[config.mk]
export PLATFORM = sky130hd
export DESIGN_NAME = wavetable_oscillator_top
export DESIGN_NICKNAME = d
export VERILOG_FILES = /design/src/sv/wto_pkg.sv /design/src/sv/wto_front.sv /design/src/sv/wto_queue.sv /design/src/sv/wto_back.sv /design/src/sv/wavetable_oscillator_top.sv
export SDC_FILE = /design/constraint.sdc
export NUM_CORES = 1
export LEC_CHECK = 0
export BUFFER_PORTS_ARGS = -buffer_cell sky130_fd_sc_hd__buf_2
export CAP_MARGIN = 5
export CORE_ASPECT_RATIO = 0.75
export CORE_MARGIN = 1
export CORE_UTILIZATION = 57
export CTS_CLUSTER_DIAMETER = 30
export DETAILED_ROUTE_END_ITERATION = 12
export PLACE_DENSITY_LB_ADDON = 0.3
export SLEW_MARGIN = 20
export SYNTH_ARGS = -nofsm -noshare
export SYNTH_HDL_FRONTEND = slang
export SYNTH_HIERARCHICAL = 1
export SYNTH_SLANG_ARGS = --single-unit
[constraint.sdc]
create_clock -name clk -period 6.08 [get_ports clk]
set_input_delay 0.608 -clock clk [delete_from_list [all_inputs] [get_ports clk]]
set_output_delay 0.608 -clock clk [all_outputs]
set_load 0.02 [all_outputs]
[src/sv/wto_pkg.sv]
// ============================================================================
// wto_pkg
// Shared types, constants and waveform table for the wavetable oscillator.
// ============================================================================
package wto_pkg;

    localparam int PHASE_W   = 32;
    localparam int IDX_W     = 8;
    localparam int AMP_W     = 16;
    localparam int SAMPLE_W  = 16;
    localparam int DATA_W    = 32;
    localparam int ADDR_W    = 4;

    localparam int Q_DEPTH   = 2;
    localparam int QPTR_W    = (Q_DEPTH > 1) ? $clog2(Q_DEPTH) : 1;
    localparam int QCNT_W    = $clog2(Q_DEPTH + 1);

    localparam logic [1:0] REG_PHASE_INC = 2'd0;
    localparam logic [1:0] REG_WAVEFORM  = 2'd1;
    localparam logic [1:0] REG_AMPLITUDE = 2'd2;

    typedef enum logic [2:0] {
        WAVE_SINE,
        WAVE_TRIANGLE,
        WAVE_FALL,
        WAVE_RISE,
        WAVE_PULSE
    } wave_t;

    typedef struct packed {
        wave_t             waveform;
        logic [AMP_W-1:0]  amplitude;
    } cfg_t;

    typedef struct packed {
        logic              full;
        logic              empty;
        logic [QCNT_W-1:0] count;
    } q_stat_t;

    // floor(127*sin(k*pi/128)), k = 0..64
    localparam logic [7:0] QUARTER_SINE [0:64] = '{
        8'd0,   8'd3,   8'd6,   8'd9,   8'd12,  8'd15,  8'd18,  8'd21,
        8'd24,  8'd27,  8'd30,  8'd33,  8'd36,  8'd39,  8'd42,  8'd45,
        8'd48,  8'd51,  8'd54,  8'd57,  8'd59,  8'd62,  8'd65,  8'd67,
        8'd70,  8'd73,  8'd75,  8'd78,  8'd80,  8'd82,  8'd85,  8'd87,
        8'd89,  8'd91,  8'd94,  8'd96,  8'd98,  8'd100, 8'd102, 8'd103,
        8'd105, 8'd107, 8'd108, 8'd110, 8'd112, 8'd113, 8'd114, 8'd116,
        8'd117, 8'd118, 8'd119, 8'd120, 8'd121, 8'd122, 8'd123, 8'd123,
        8'd124, 8'd125, 8'd125, 8'd126, 8'd126, 8'd126, 8'd126, 8'd126,
        8'd127
    };

    function automatic logic [7:0] sine_byte(input logic [IDX_W-1:0] i);
        logic [6:0] j;
        logic [6:0] k;
        logic [7:0] q;
        logic [7:0] res;
        j = i[6:0];
        k = (j <= 7'd64) ? j : 7'(8'd128 - {1'b0, j});
        q = QUARTER_SINE[k];
        if (!i[7])
            res = 8'd127 + q;
        else if (k == 7'd0)
            res = 8'd127;
        else if (k == 7'd64)
            res = 8'd0;
        else
            res = 8'd126 - q;
        return res;
    endfunction

    function automatic logic [7:0] wave_byte(input wave_t wave,
                                             input logic [IDX_W-1:0] i);
        logic [7:0] res;
        case (wave)
            WAVE_TRIANGLE: res = i[7] ? {i[6:0], 1'b0} : 8'd255 - {i[6:0], 1'b0};
            WAVE_FALL:     res = ~i;
            WAVE_RISE:     res = i;
            WAVE_PULSE:    res = i[7] ? 8'd0 : 8'd255;
            default:       res = sine_byte(i);
        endcase
        return res;
    endfunction

endpackage

[src/sv/wto_front.sv]
// ============================================================================
// wto_front
// Phase accumulator: takes tick words, applies restart, queues table index.
// ============================================================================
module wto_front (
    input  logic                          clk,
    input  logic                          rst_n,
    input  logic                          in_valid,
    output logic                          in_ready,
    input  logic                          restart,
    input  logic [wto_pkg::PHASE_W-1:0]   phase_inc,
    input  wto_pkg::q_stat_t              q_stat,
    output logic                          push,
    output logic [wto_pkg::IDX_W-1:0]     push_idx
);

    logic [wto_pkg::PHASE_W-1:0] phase_reg;
    logic [wto_pkg::PHASE_W-1:0] phase_cur;
    logic [wto_pkg::PHASE_W-1:0] phase_next;

    assign in_ready   = !q_stat.full;
    assign push       = in_valid && in_ready;
    assign phase_cur  = restart ? '0 : phase_reg;
    assign push_idx   = phase_cur[wto_pkg::PHASE_W-1 -: wto_pkg::IDX_W];
    assign phase_next = phase_cur + phase_inc;

    always_ff @(posedge clk or negedge rst_n)
    begin
        if (!rst_n)
            phase_reg <= '0;
        else if (push)
            phase_reg <= phase_next;
    end

endmodule

[src/sv/wto_queue.sv]
// ============================================================================
// wto_queue
// Short index queue between the phase front end and the sample back end.
// ============================================================================
module wto_queue (
    input  logic                          clk,
    input  logic                          rst_n,
    input  logic                          push,
    input  logic [wto_pkg::IDX_W-1:0]     push_idx,
    input  logic                          pop,
    output logic [wto_pkg::IDX_W-1:0]     pop_idx,
    output wto_pkg::q_stat_t              q_stat
);

    logic [wto_pkg::IDX_W-1:0]  mem_reg [wto_pkg::Q_DEPTH];
    logic [wto_pkg::QPTR_W-1:0] wr_ptr_reg;
    logic [wto_pkg::QPTR_W-1:0] rd_ptr_reg;
    logic [wto_pkg::QCNT_W-1:0] count_reg;
    logic [wto_pkg::QPTR_W-1:0] wr_ptr_next;
    logic [wto_pkg::QPTR_W-1:0] rd_ptr_next;

    localparam logic [wto_pkg::QPTR_W-1:0] PTR_LAST = wto_pkg::QPTR_W'(wto_pkg::Q_DEPTH - 1);
    localparam logic [wto_pkg::QCNT_W-1:0] CNT_FULL = wto_pkg::QCNT_W'(wto_pkg::Q_DEPTH);

    assign wr_ptr_next  = (wr_ptr_reg == PTR_LAST) ? '0 : wr_ptr_reg + 1'b1;
    assign rd_ptr_next  = (rd_ptr_reg == PTR_LAST) ? '0 : rd_ptr_reg + 1'b1;
    assign pop_idx      = mem_reg[rd_ptr_reg];
    assign q_stat.full  = (count_reg == CNT_FULL);
    assign q_stat.empty = (count_reg == '0);
    assign q_stat.count = count_reg;

    always_ff @(posedge clk)
    begin
        if (push)
            mem_reg[wr_ptr_reg] <= push_idx;
    end

    always_ff @(posedge clk or negedge rst_n)
    begin
        if (!rst_n)
        begin
            wr_ptr_reg <= '0;
            rd_ptr_reg <= '0;
            count_reg  <= '0;
        end
        else
        begin
            if (push)
                wr_ptr_reg <= wr_ptr_next;
            if (pop)
                rd_ptr_reg <= rd_ptr_next;
            if (push && !pop)
                count_reg <= count_reg + 1'b1;
            else if (pop && !push)
                count_reg <= count_reg - 1'b1;
        end
    end

endmodule

[src/sv/wto_back.sv]
// ============================================================================
// wto_back
// Sample pipeline: table lookup, gain multiply, shift and saturate.
// ============================================================================
module wto_back (
    input  logic                               clk,
    input  logic                               rst_n,
    input  wto_pkg::cfg_t                      cfg,
    input  wto_pkg::q_stat_t                   q_stat,
    input  logic [wto_pkg::IDX_W-1:0]          pop_idx,
    output logic                               pop,
    output logic                               out_valid,
    input  logic                               out_ready,
    output logic signed [wto_pkg::SAMPLE_W-1:0] audio_out
);

    localparam int D_W    = 9;
    localparam int PROD_W = D_W + wto_pkg::AMP_W + 1;
    localparam int SH_W   = PROD_W - 7;

    logic                               v1_reg, v2_reg, v3_reg;
    logic                               rdy1, rdy2, rdy3;
    logic signed [D_W-1:0]              d_reg, d_next;
    logic signed [PROD_W-1:0]           prod_reg, prod_next;
    logic signed [wto_pkg::SAMPLE_W-1:0] audio_reg, audio_next;
    logic signed [wto_pkg::AMP_W:0]     amp_s;
    logic signed [SH_W-1:0]             sh;

    assign rdy3 = !v3_reg || out_ready;
    assign rdy2 = !v2_reg || rdy3;
    assign rdy1 = !v1_reg || rdy2;
    assign pop  = !q_stat.empty && rdy1;

    assign d_next    = $signed({1'b0, wto_pkg::wave_byte(cfg.waveform, pop_idx)}) - 9'sd127;
    assign amp_s     = $signed({1'b0, cfg.amplitude});
    assign prod_next = PROD_W'(d_reg) * PROD_W'(amp_s);
    assign sh        = SH_W'(prod_reg >>> 7);

    always_comb
    begin
        if (sh > SH_W'(32767))
            audio_next = 16'sh7FFF;
        else if (sh < -SH_W'(32768))
            audio_next = 16'sh8000;
        else
            audio_next = sh[wto_pkg::SAMPLE_W-1:0];
    end

    always_ff @(posedge clk)
    begin
        if (pop)
            d_reg <= d_next;
        if (v1_reg && rdy2)
            prod_reg <= prod_next;
        if (v2_reg && rdy3)
            audio_reg <= audio_next;
    end

    always_ff @(posedge clk or negedge rst_n)
    begin
        if (!rst_n)
        begin
            v1_reg <= 1'b0;
            v2_reg <= 1'b0;
            v3_reg <= 1'b0;
        end
        else
        begin
            if (rdy1)
                v1_reg <= pop;
            if (rdy2)
                v2_reg <= v1_reg;
            if (rdy3)
                v3_reg <= v2_reg;
        end
    end

    assign out_valid = v3_reg;
    assign audio_out = audio_reg;

endmodule

[src/sv/wavetable_oscillator_top.sv]
// ============================================================================
// wavetable_oscillator_top
// DDS oscillator: phase accumulator front end, index queue, sample back end.
// ============================================================================
// An accepted tick's index passes the queue, then d_reg, prod_reg and audio_reg.
// Throughput: one sample per cycle when out_ready is high (single phase adder).
// Stalls on out_ready fill the 3-stage back end, then the 2-entry queue.
// Reset clears phase, config registers (sine, zero gain, zero step) and queue.
module wavetable_oscillator_top (
    input  logic                                clk,
    input  logic                                rst_n,
    input  logic                                psel,
    input  logic                                penable,
    input  logic                                pwrite,
    input  logic [wto_pkg::ADDR_W-1:0]          paddr,
    input  logic [wto_pkg::DATA_W-1:0]          pwdata,
    output logic [wto_pkg::DATA_W-1:0]          prdata,
    output logic                                pready,
    input  logic                                in_valid,
    output logic                                in_ready,
    input  logic                                restart,
    output logic                                out_valid,
    input  logic                                out_ready,
    output logic signed [wto_pkg::SAMPLE_W-1:0] audio_out
);

    logic [wto_pkg::PHASE_W-1:0] phase_inc_reg;
    wto_pkg::wave_t              waveform_reg;
    logic [wto_pkg::AMP_W-1:0]   amplitude_reg;
    wto_pkg::cfg_t               cfg;
    wto_pkg::q_stat_t            q_stat;
    logic                        wr_en;
    logic [1:0]                  reg_sel;
    logic                        push, pop;
    logic [wto_pkg::IDX_W-1:0]   push_idx, pop_idx;

    assign pready  = 1'b1;
    assign reg_sel = paddr[3:2];
    assign wr_en   = psel && penable && pwrite && pready;

    always_ff @(posedge clk or negedge rst_n)
    begin
        if (!rst_n)
        begin
            phase_inc_reg <= '0;
            waveform_reg  <= wto_pkg::WAVE_SINE;
            amplitude_reg <= '0;
        end
        else if (wr_en)
        begin
            unique case (reg_sel)
                wto_pkg::REG_PHASE_INC: phase_inc_reg <= pwdata;
                wto_pkg::REG_WAVEFORM:
                begin
                    if (pwdata <= wto_pkg::DATA_W'(wto_pkg::WAVE_PULSE))
                        waveform_reg <= wto_pkg::wave_t'(pwdata[2:0]);
                end
                wto_pkg::REG_AMPLITUDE: amplitude_reg <= pwdata[wto_pkg::AMP_W-1:0];
                default: ;
            endcase
        end
    end

    always_comb
    begin
        unique case (reg_sel)
            wto_pkg::REG_PHASE_INC: prdata = phase_inc_reg;
            wto_pkg::REG_WAVEFORM:  prdata = wto_pkg::DATA_W'(waveform_reg);
            wto_pkg::REG_AMPLITUDE: prdata = wto_pkg::DATA_W'(amplitude_reg);
            default:                prdata = '0;
        endcase
    end

    assign cfg.waveform  = waveform_reg;
    assign cfg.amplitude = amplitude_reg;

    wto_front u_front (
        .clk       (clk),
        .rst_n     (rst_n),
        .in_valid  (in_valid),
        .in_ready  (in_ready),
        .restart   (restart),
        .phase_inc (phase_inc_reg),
        .q_stat    (q_stat),
        .push      (push),
        .push_idx  (push_idx)
    );

    wto_queue u_queue (
        .clk      (clk),
        .rst_n    (rst_n),
        .push     (push),
        .push_idx (push_idx),
        .pop      (pop),
        .pop_idx  (pop_idx),
        .q_stat   (q_stat)
    );

    wto_back u_back (
        .clk       (clk),
        .rst_n     (rst_n),
        .cfg       (cfg),
        .q_stat    (q_stat),
        .pop_idx   (pop_idx),
        .pop       (pop),
        .out_valid (out_valid),
        .out_ready (out_ready),
        .audio_out (audio_out)
    );

    a_q_bound: assert property (@(posedge clk) disable iff (!rst_n)
        q_stat.count <= wto_pkg::QCNT_W'(wto_pkg::Q_DEPTH))
        else $error("queue count above depth");

    a_pop_nonempty: assert property (@(posedge clk) disable iff (!rst_n)
        pop |-> q_stat.count != '0)
        else $error("pop from empty queue");

    a_push_room: assert property (@(posedge clk) disable iff (!rst_n)
        (push && !pop) |=> q_stat.count == $past(q_stat.count) + 1'b1)
        else $error("queue count lost a push");

    a_wave_legal: assert property (@(posedge clk) disable iff (!rst_n)
        waveform_reg <= wto_pkg::WAVE_PULSE)
        else $error("illegal waveform latched");

endmodule

# After elaboration in Yosys (flattened, before gate mapping)
# Memories as Yosys holds them, arrays and structs flattened.
# Index checks and enable logic that the tools add are counted.
# totals
ff_bits	141
ramBits	16
romBits	1024
input_bits	44
output_inout_bits	51
word_cells	84
n_memories	2
# classes
add_sub_neg	10
multipliers	1
n_lt_le_gt_ge	5
eq_ne	8
muxes	18
bitwise	2
reduce_logical	25
# memory_table
memory	words	width	rd	rd_clocked_by_memory_dff	write_ports	line	text
(no name shown)	128	8	1	0	0	wto_pkg.sv:61	q = QUARTER_SINE[k];
u_queue.mem_reg	2	8	1	0	1	wto_queue.sv:15	logic [wto_pkg::IDX_W-1:0] mem_reg [wto_pkg::Q_DEPTH];
# op_table
op	n
case mux 32 bit (3 select lines)	1
two-way mux 8 bit	7
adder 32 bit	1
<= comparator 32 x 3 -> 1 bit (second input constant)	1
two-way mux 32 bit	1
case mux 8 bit (4 select lines)	1
multiplier 9 x 17 -> 26 bit	1
greater-than comparator 19 x 16 -> 1 bit (second input constant)	1
< comparator 19 x 16 -> 1 bit (second input constant)	1
two-way mux 16 bit	1
subtractor 8 x 7 -> 9 bit (second input constant)	1
adder 7 x 8 -> 8 bit (first input constant)	1
greater-or-equal comparator 8 bit (second input constant)	1
logical AND 1 bit	8
NOT 7 -> 8 bit	1
NOT 8 bit	1
subtractor 7 x 8 -> 8 bit (first input constant)	1
subtractor 8 bit (first input constant)	1
equality test 7 bit (second input constant)	1
<= comparator 7 bit (second input constant)	1
logical NOT 1 bit	7
logical NOT 7 bit	1
two-way mux 7 bit	1
subtractor 1 x 7 -> 7 bit (first input constant)	1
15 further kinds	26

# Depth between registers and ports, before layout
# Gate-level depths: netlist of run 1.
# An unclocked memory read counts as a cell.
# depth
depth_word	13
mapped_depth	24
ltp_nobuf	22

# Hierarchy
# Netlist of run 1, hierarchy kept.
# by_module_without_submodules
mod	n_inst	cells_per_inst	area_each_um2	seq_area_each_um2
wto_back	1	835	7967.6	1396.3
wto_front	1	388	3116.7	800.8
wavetable_oscillator_top	1	182	2383.5	1276.2
wto_queue	1	41	770.7	580.6

# Worst setup path before layout of run 1
# Ideal clock, no wire load.
# synth_timing
path_type	register to register
start	register u_back.d_reg[2]
end	register u_back.prod_reg[25], data pin
setup_ns	0.259
arrival_ns	5.540
t_required_ns	5.821
slack_ns	0.281
stages_incl_launch_ff	22
path_buffers	1
period_less_slack_ns	5.799
path_cell_list	edfxtp_1 > clkbuf_1 > nand2_1 > fa_1 > inv_1 > fa_1 > ha_1 > fa_1 > ha_1 > ha_1 > and3_1 > a41oi_1 > o21bai_1 > a2111o_1 > o2bb2ai_1 > o31a_1 > a41o_1 > nand4_1 > nand4b_1 > a21o_1 > a21oi_1 > xnor2_1
# synth_between
elab_chain_len	1
# synth_rtl
item	line	text
start, declared	wto_back.sv:23	logic signed [D_W-1:0] d_reg, d_next;
start signal, assigned	wto_back.sv:52	d_reg <= d_next;
multiplier 9 x 17 -> 26 bit	wto_back.sv:36	assign prod_next = PROD_W'(d_reg) * PROD_W'(amp_s);
named net u_back.prod_next[25]	wto_back.sv:24	logic signed [PROD_W-1:0] prod_reg, prod_next;
end signal, assigned	wto_back.sv:54	prod_reg <= prod_next;
end, declared	wto_back.sv:24	
# The timed path passes the listed nets, and every way through them passes these cells.
# A chain may end at the register's enable or synchronous reset.

# Worst setup path in the final report of run 1
# layout_timing
start	register u_back.d_reg[1]
end	register u_back.prod_reg[25], data pin
# Same word-level chain as after synthesis.

==> impl_metrics.csv, run 1 <==
group,metric,value,unit
yosys,syn_avg_cell_area,9.85,um2
place,finalWeightedCongestion,0.931,
yosys,yosysUniqueCellTypes,93,
timing,setup_viol,0,
floorplanning,ioPinCount,95,
cts,insertion_delay,430,ps
floorplanning,die_area,0.0256,mm2
floorplanning,design.core.area,0.0242,mm2
worst_setup_path,r2r_start,"u_back/d_reg[1]",
floorplanning,initial_core_util,58.8,%
route,via_per_inst,5.93,
cts,clock_sinks,150,
cells_and_area,multi_input_area,0.00948,mm2
timing,fmax,0.171,GHz
timing,finalClockSkew,9.86,ps
cts,clk_path_buf_depth,2,
cts,cts_made_buffers,17,
timing,post-route-min-period,5840,ps
yosys,synth_area_leaders,"dfrtp_1 16%, fa_1 14%, edfxtp_1 13%, ha_1 9.3%, and2_1 4.0%",
timing,report.final.hold_viol_count,0,
route,drt-pass1-iter-count,7,
worst_setup_path,rrSetupSlack,240,ps
yosys,ys.flop_type,"dfrtp_1",
place,port_buffers,91,
cts,clk_pin_slew,60,ps
cts,htree_levels,4,
yosys,yosys.area.top_type,"dfrtp_1",
yosys,syn_nets,1695,
route,wirelength,33.0,mm
yosys,ys_top_cells_by_count,"140 x nand2_1, 106 x ha_1, 99 x fa_1, 99 x inv_1, 92 x and2_1",
cts,cts_root_buf,"clkbuf_16",
route,via_count,11106,
cells_and_area,final_area,0.0157,mm2
worst_setup_path,cp-start-kind,"flip-flop",
worst_setup_path,crit_type,"flip-flop to flip-flop",
cells_and_area,fin_nets,1777,
place,placed_area,0.0150,mm2
worst_setup_path,r2r-end,"u_back/prod_reg[25]",
yosys,synth_edf_count,60,
yosys,ys_seq_area_share,28.5,%
global_route,grt_overflow,0,
timing,finalMaxSlewViolations,0,
floorplanning,rows,49,
cells_and_area,register_area,0.00406,mm2
floorplanning,die_x,185,um
yosys,yosysMostFrequentCell,"nand2_1",
cts,cts_tree,"built",
yosys,ys_async_sr_fraction,60.0,%
cells_and_area,diodes,0,
run_status,status,"finished, final reports clean",
cts,cts_hold_buf,0,
timing,maxSlewHeadroom,35.6,%
cells_and_area,nFillCells,1946,
global_route,grt_max_degree,66,
timing,hold_slack,106,ps
yosys,syn_area,0.0142,mm2
worst_setup_path,worstPathArrival,6020,ps
global_route,antenna_found_initial,0,
timing,tightest_slew,964,ps
yosys,synth_seq_cells,150,
route,drc,0,
global_route,first_global_vias,10670,
yosys,synth_top_area_share,15.8,%
route,wl_per_cell,17.6,um
global_route,grtUsageTotal,27.0,%
global_route,grt_first_pass_wirelength,54.7,mm
place,hpwl,24.7,mm
worst_setup_path,critPathCaptureType,"flip-flop",
min_path,min_path_type,"input pin to async pin",
yosys,synth_warnings,6,
floorplanning,die_h,139,um
cells_and_area,synthToLayoutAreaGrowth,10.6,%
worst_setup_path,ff2ff_path_depth,19,
run,maxCapViolCount,0,
route,drtAntennaViolNets,0,
worst_setup_path,worstPathMaxFanout,9,
route,drt_iter0_drc,739,
worst_setup_path,required,6260,ps
timing,period_share,96.1,%
cells_and_area,post_route_cells_drive_above_1_share,16.6,%
yosys,syn_inst,1446,
## cell usage in the layout, fill, tap and decap left out, types with 4 or more instances in the layout
| master | Yosys | layout |
|---|---|---|
| nand2_1 | 140 | 139 |
| ha_1 | 106 | 106 |
| inv_1 | 99 | 99 |
| fa_1 | 99 | 99 |
| and2_1 | 92 | 92 |
| buf_2 | 14 | 90 |
| dfrtp_1 | 90 | 88 |
| nor2_1 | 78 | 77 |
| edfxtp_1 | 60 | 60 |
| nor2b_1 | 56 | 56 |
| o21ai_0 | 56 | 56 |
| a21oi_1 | 56 | 56 |
| buf_4 | 8 | 42 |
| mux2_2 | 41 | 41 |
| xor2_1 | 38 | 38 |
| xnor2_1 | 34 | 34 |
| mux2i_1 | 24 | 24 |
| nor3_1 | 23 | 23 |
| o21a_1 | 23 | 23 |
| mux2_1 | 21 | 21 |
| nand2b_1 | 21 | 21 |
| nand3_1 | 18 | 18 |
| clkbuf_16 | 0 | 17 |
| a211oi_1 | 14 | 14 |
| a21o_1 | 14 | 14 |
| nand4_1 | 12 | 12 |
| nor4_1 | 8 | 8 |
| a22oi_1 | 8 | 8 |
| o211ai_1 | 8 | 8 |
| and3_1 | 7 | 7 |
| o21ai_1 | 6 | 6 |
| nor3b_1 | 5 | 5 |
| a31oi_1 | 5 | 5 |
| nor3_2 | 5 | 4 |
| bufinv_16 | 0 | 4 |
| or3_1 | 4 | 4 |
| a221o_1 | 4 | 4 |
| o31ai_1 | 4 | 4 |
| o2111ai_1 | 4 | 4 |
| or4_1 | 4 | 4 |
## per-layer routing
| metal | wire length [um] | global-route usage (%) |
|---|---|---|
| met4 | 739 | 8.33 |
| met3 | 1910 | 3.94 |
| met2 | 14700 | 40.0 |
| met5 | 0 | 0 |
| met1 | 15600 | 40.7 |
## repair_timing
| item | 4_1_cts | 5_1_grt |
|---|---|---|
| setup buffers | 0 | 7 |
| endpoints found under the setup margin | 0 | 3 |
| gates resized for setup | 0 | 4 |
| hold endpoints to repair | 0 | 0 |
## stage by stage
stage	setup WS (ps)	cells	TNS [ps]	util, %
after floorplan	281	1446	0	-
after global placement	250	1833	0	62.1
after detailed placement	196	1833	0	62.1
after CTS	173	1865	0	64.7
after global routing	-6.57	1872	-6.57	65.0
final	238	1872	0	65.0
## logic make-up (layout without fill, tap and decap cells)
kind of cell,Yosys count,count (layout),share of synthesized area [%]
multiplexers,87,87,6.75
XOR/XNOR,73,73,4.54
AND/OR/NAND/NOR,500,500,18.7
adder cells (fa/ha/maj),205,205,23.2
flip-flops,150,150,28.5
AO/OA/AOI/OAI,261,261,13.3
other,1,1,0.0263
buffers and inverters,169,264,5.05
## worst max path at each step
stage / start / to / slack, ps / cells past startpoint
detailed placement: amplitude_reg[1] / u_back/prod_reg[25] / 200 / 19
CTS: amplitude_reg[1] / u_back/prod_reg[25] / 170 / 19
floorplan: u_back/d_reg[2] / u_back/prod_reg[25] / 280 / 21
finish: u_back/d_reg[1] / u_back/prod_reg[25] / 240 / 19
global placement: amplitude_reg[1] / u_back/prod_reg[25] / 250 / 19
global route: u_back/d_reg[1] / u_back/prod_reg[25] / -7 / 19
## worst max-delay path, stage by stage (launching register included)
cell       delay (ps)
edfxtp_1          420
buf_4             150
buf_4             160
nand2_1            90
fa_1              500
inv_1              50
fa_1              520
fa_1              440
fa_1              570
fa_1              430
ha_1              340
a2111o_1          470
o2bb2ai_1         170
o31a_1            280
a41o_1            280
nand4_1           100
nand4b_1          130
a21o_1            220
a21oi_1           170
xnor2_1            80
## cell type report
type / instances / area share (%)
Clock inverter: 11 / 1.10
Tap cell: 331 / 2.63
Timing Repair Buffer: 133 / 4.94
Sequential cell: 150 / 25.8
Inverter: 99 / 2.36
Clock buffer: 21 / 2.97
Multi-Input combinational cell: 1127 / 60.2
Power of run 1 is not shown: default switching activity piles up to over one toggle a cycle in this logic, so the estimate is an artifact.
==> run 2, diff against run 1 <==
--- a/config.mk
+++ b/config.mk
@@ -12,7 +12,7 @@
 export CORE_UTILIZATION = 57
 export CTS_CLUSTER_DIAMETER = 30
 export DETAILED_ROUTE_END_ITERATION = 12
-export PLACE_DENSITY_LB_ADDON = 0.3
+export PLACE_DENSITY = 0.79
 export SLEW_MARGIN = 20
 export SYNTH_ARGS = -nofsm -noshare
 export SYNTH_HDL_FRONTEND = slang
==> run 2 against run 1 <==
  * Utilization shrank 0.36 points
  * Critical path depth is the same
  * Worst hold slack better by 26 ps
  * Wire length shrank 0.18%
  * Design area decreased by 0.56%
  * Register-to-register slack lost 40 ps
  * Worst setup slack got worse by 36 ps
  * Maximum frequency is 0.62% lower
  * First-iteration DRC count grew 20%
  * Via count about the same
  * Sequential cell count did not move
  * Critical path type unchanged
  * Highest routed layer unchanged
==> impl_metrics.csv, run 2 (same netlist as run 1, synthesis figures left out) <==
group,metric,value,unit
run_status,status,"finished, final reports clean",
global_route,grt_first_pass_wirelength,54.4,mm
cts,clk_pin_slew,70,ps
route,via_per_inst,5.94,
timing,fmax,0.170,GHz
timing,finalMaxSlewViolations,0,
timing,maxSlewHeadroom,29.0,%
cells_and_area,synthToLayoutAreaGrowth,9.96,%
place,finalWeightedCongestion,0.923,
min_path,min_path_type,"input pin to async pin",
cts,cts_made_buffers,17,
worst_setup_path,worstPathArrival,6060,ps
worst_setup_path,cp_slowest_stage_delay,570,ps
floorplanning,die_x,185,um
timing,setup_viol,0,
cts,clk_path_buf_depth,2,
place,port_buffers,91,
route,via_count,11099,
cells_and_area,diodes,0,
cts,cts_tree,"built",
cts,clock_sinks,150,
global_route,grt_max_degree,66,
timing,finalClockSkew,11.4,ps
cells_and_area,final_common_cell,"nand2_1",
route,wirelength,32.9,mm
place,hpwl,24.6,mm
cells_and_area,fin_nets,1775,
route,drtAntennaViolNets,0,
global_route,antenna_found_initial,0,
floorplanning,design.core.area,0.0242,mm2
global_route,grtUsageTotal,26.7,%
worst_setup_path,crit_start,"u_back/d_reg[2]",
run,maxCapViolCount,0,
route,drt_iter0_drc,890,
timing,finalWorstSetupSlack,202,ps
timing,period_share,96.7,%
worst_setup_path,r2r_start,"u_back/d_reg[2]",
route,wl_per_cell,17.6,um
timing,post-route-min-period,5880,ps
worst_setup_path,cp_common_cell,"fa_1",
worst_setup_path,critPathCaptureType,"flip-flop",
cts,cts_root_buf,"clkbuf_16",
worst_setup_path,cp-start-kind,"flip-flop",
cts,htree_levels,4,
worst_setup_path,required,6260,ps
global_route,first_global_vias,10671,
cells_and_area,final_cells,1870,
floorplanning,die_h,139,um
place,dpl_worst_slack,203,ps
cts,insertion_delay,430,ps
floorplanning,die_area,0.0256,mm2
worst_setup_path,cpMaxStageDelayCell,"fa_1",
route,drc,0,
worst_setup_path,crit_path_cell_trace,"buf_6, buf_4, nand2_1, fa_1, inv_1, fa_1, fa_1, fa_1, fa_1, ha_1, a2111o_1, o2bb2ai_1, o31a_1, a41o_1, nand4_1, nand4b_1, a21o_1, a21oi_1, xnor2_1",
timing,tightest_slew,1060,ps
timing,report.final.hold_viol_count,0,
floorplanning,initial_core_util,58.8,%
worst_setup_path,crit_type,"flip-flop to flip-flop",
route,drt-pass1-iter-count,5,
place,dpl.cell_count,1834,
cells_and_area,post_route_cells_drive_above_1_share,16.2,%
floorplanning,ioPinCount,95,
cells_and_area,final_util,64.6,%
cells_and_area,final_cell_mix,"139 x nand2_1, 106 x ha_1, 99 x inv_1, 99 x fa_1, 92 x and2_1",
floorplanning,rows,49,
cts,cts_hold_buf,0,
global_route,grt_overflow,0,
worst_setup_path,worstPathMaxFanout,5,
## run 2: cell types whose count changed in the layout (fill, tap and decap cells not counted), sizes merged
| cell | before | now |
|---|---|---|
| buf | 133 | 131 |
| bufinv | 4 | 2 |
| clkinv | 5 | 7 |
| clkbuf | 21 | 18 |
| clkinvlp | 1 | 2 |
| inv | 100 | 102 |
## run 2: cell type report
| type | instances | area, um2 |
|---|---|---|
| multi-input cells | 1127 | 9470 |
| clock inverters | 14 | 149 |
| clock buffers | 18 | 429 |
| well taps | 331 | 414 |
| flip-flops and latches | 150 | 4060 |
| inverters | 99 | 372 |
| fillers | 1924 | 8560 |
| repair buffers | 131 | 762 |
## run 2: path summary, 6_finish.rpt
kind | end | slack (ps) | cells past startpoint
worst min register to register | u_front/phase_reg[1] | 470 | 2
worst max register to register | u_back/prod_reg[25] | 200 | 19
max in group asynchronous | amplitude_reg[2] | 4850 | 2
worst min-delay path | phase_inc_reg[18] | 130 | 1
min in group clk | phase_inc_reg[24] | 420 | 2
worst max-delay path | u_back/prod_reg[25] | 200 | 19
## run 2: stage by stage
step | instance area (um2) | hold WS [ps] | TNS, ps
final | 15700 | 131 | 0
after global routing | 15700 | 156 | -5.44
after CTS | 15600 | 139 | 0
after detailed placement | 15000 | 460 | 0
after global placement | 15000 | 452 | 0
after floorplan | 14200 | 312 | 0
## run 2: what timing repair did
action / CTS / global route
setup endpoints to repair: 0 / 2
buffers inserted: 0 / 4
resized for setup: 0 / 3
## run 2: routing by layer
layer / track usage, % / vias to the layer above / routed length, um
met5: 0 / - / 0
met2: 40.1 / 414 / 14800
met4: 6.45 / 0 / 498
met3: 4.15 / 40 / 2090
li1: - / 5181 / -
met1: 40.4 / 5464 / 15500
## run 2: worst max-delay path: cells and delay by family (launching register included)
kind | cells | cell delay, ps
compound gates | 6 | 1610
xor+xnor | 1 | 90
fa+ha+maj | 6 | 2860
buf+inv | 3 | 300
flops | 1 | 480
simple gates | 3 | 290
Power of run 2 is left out for the same reason.
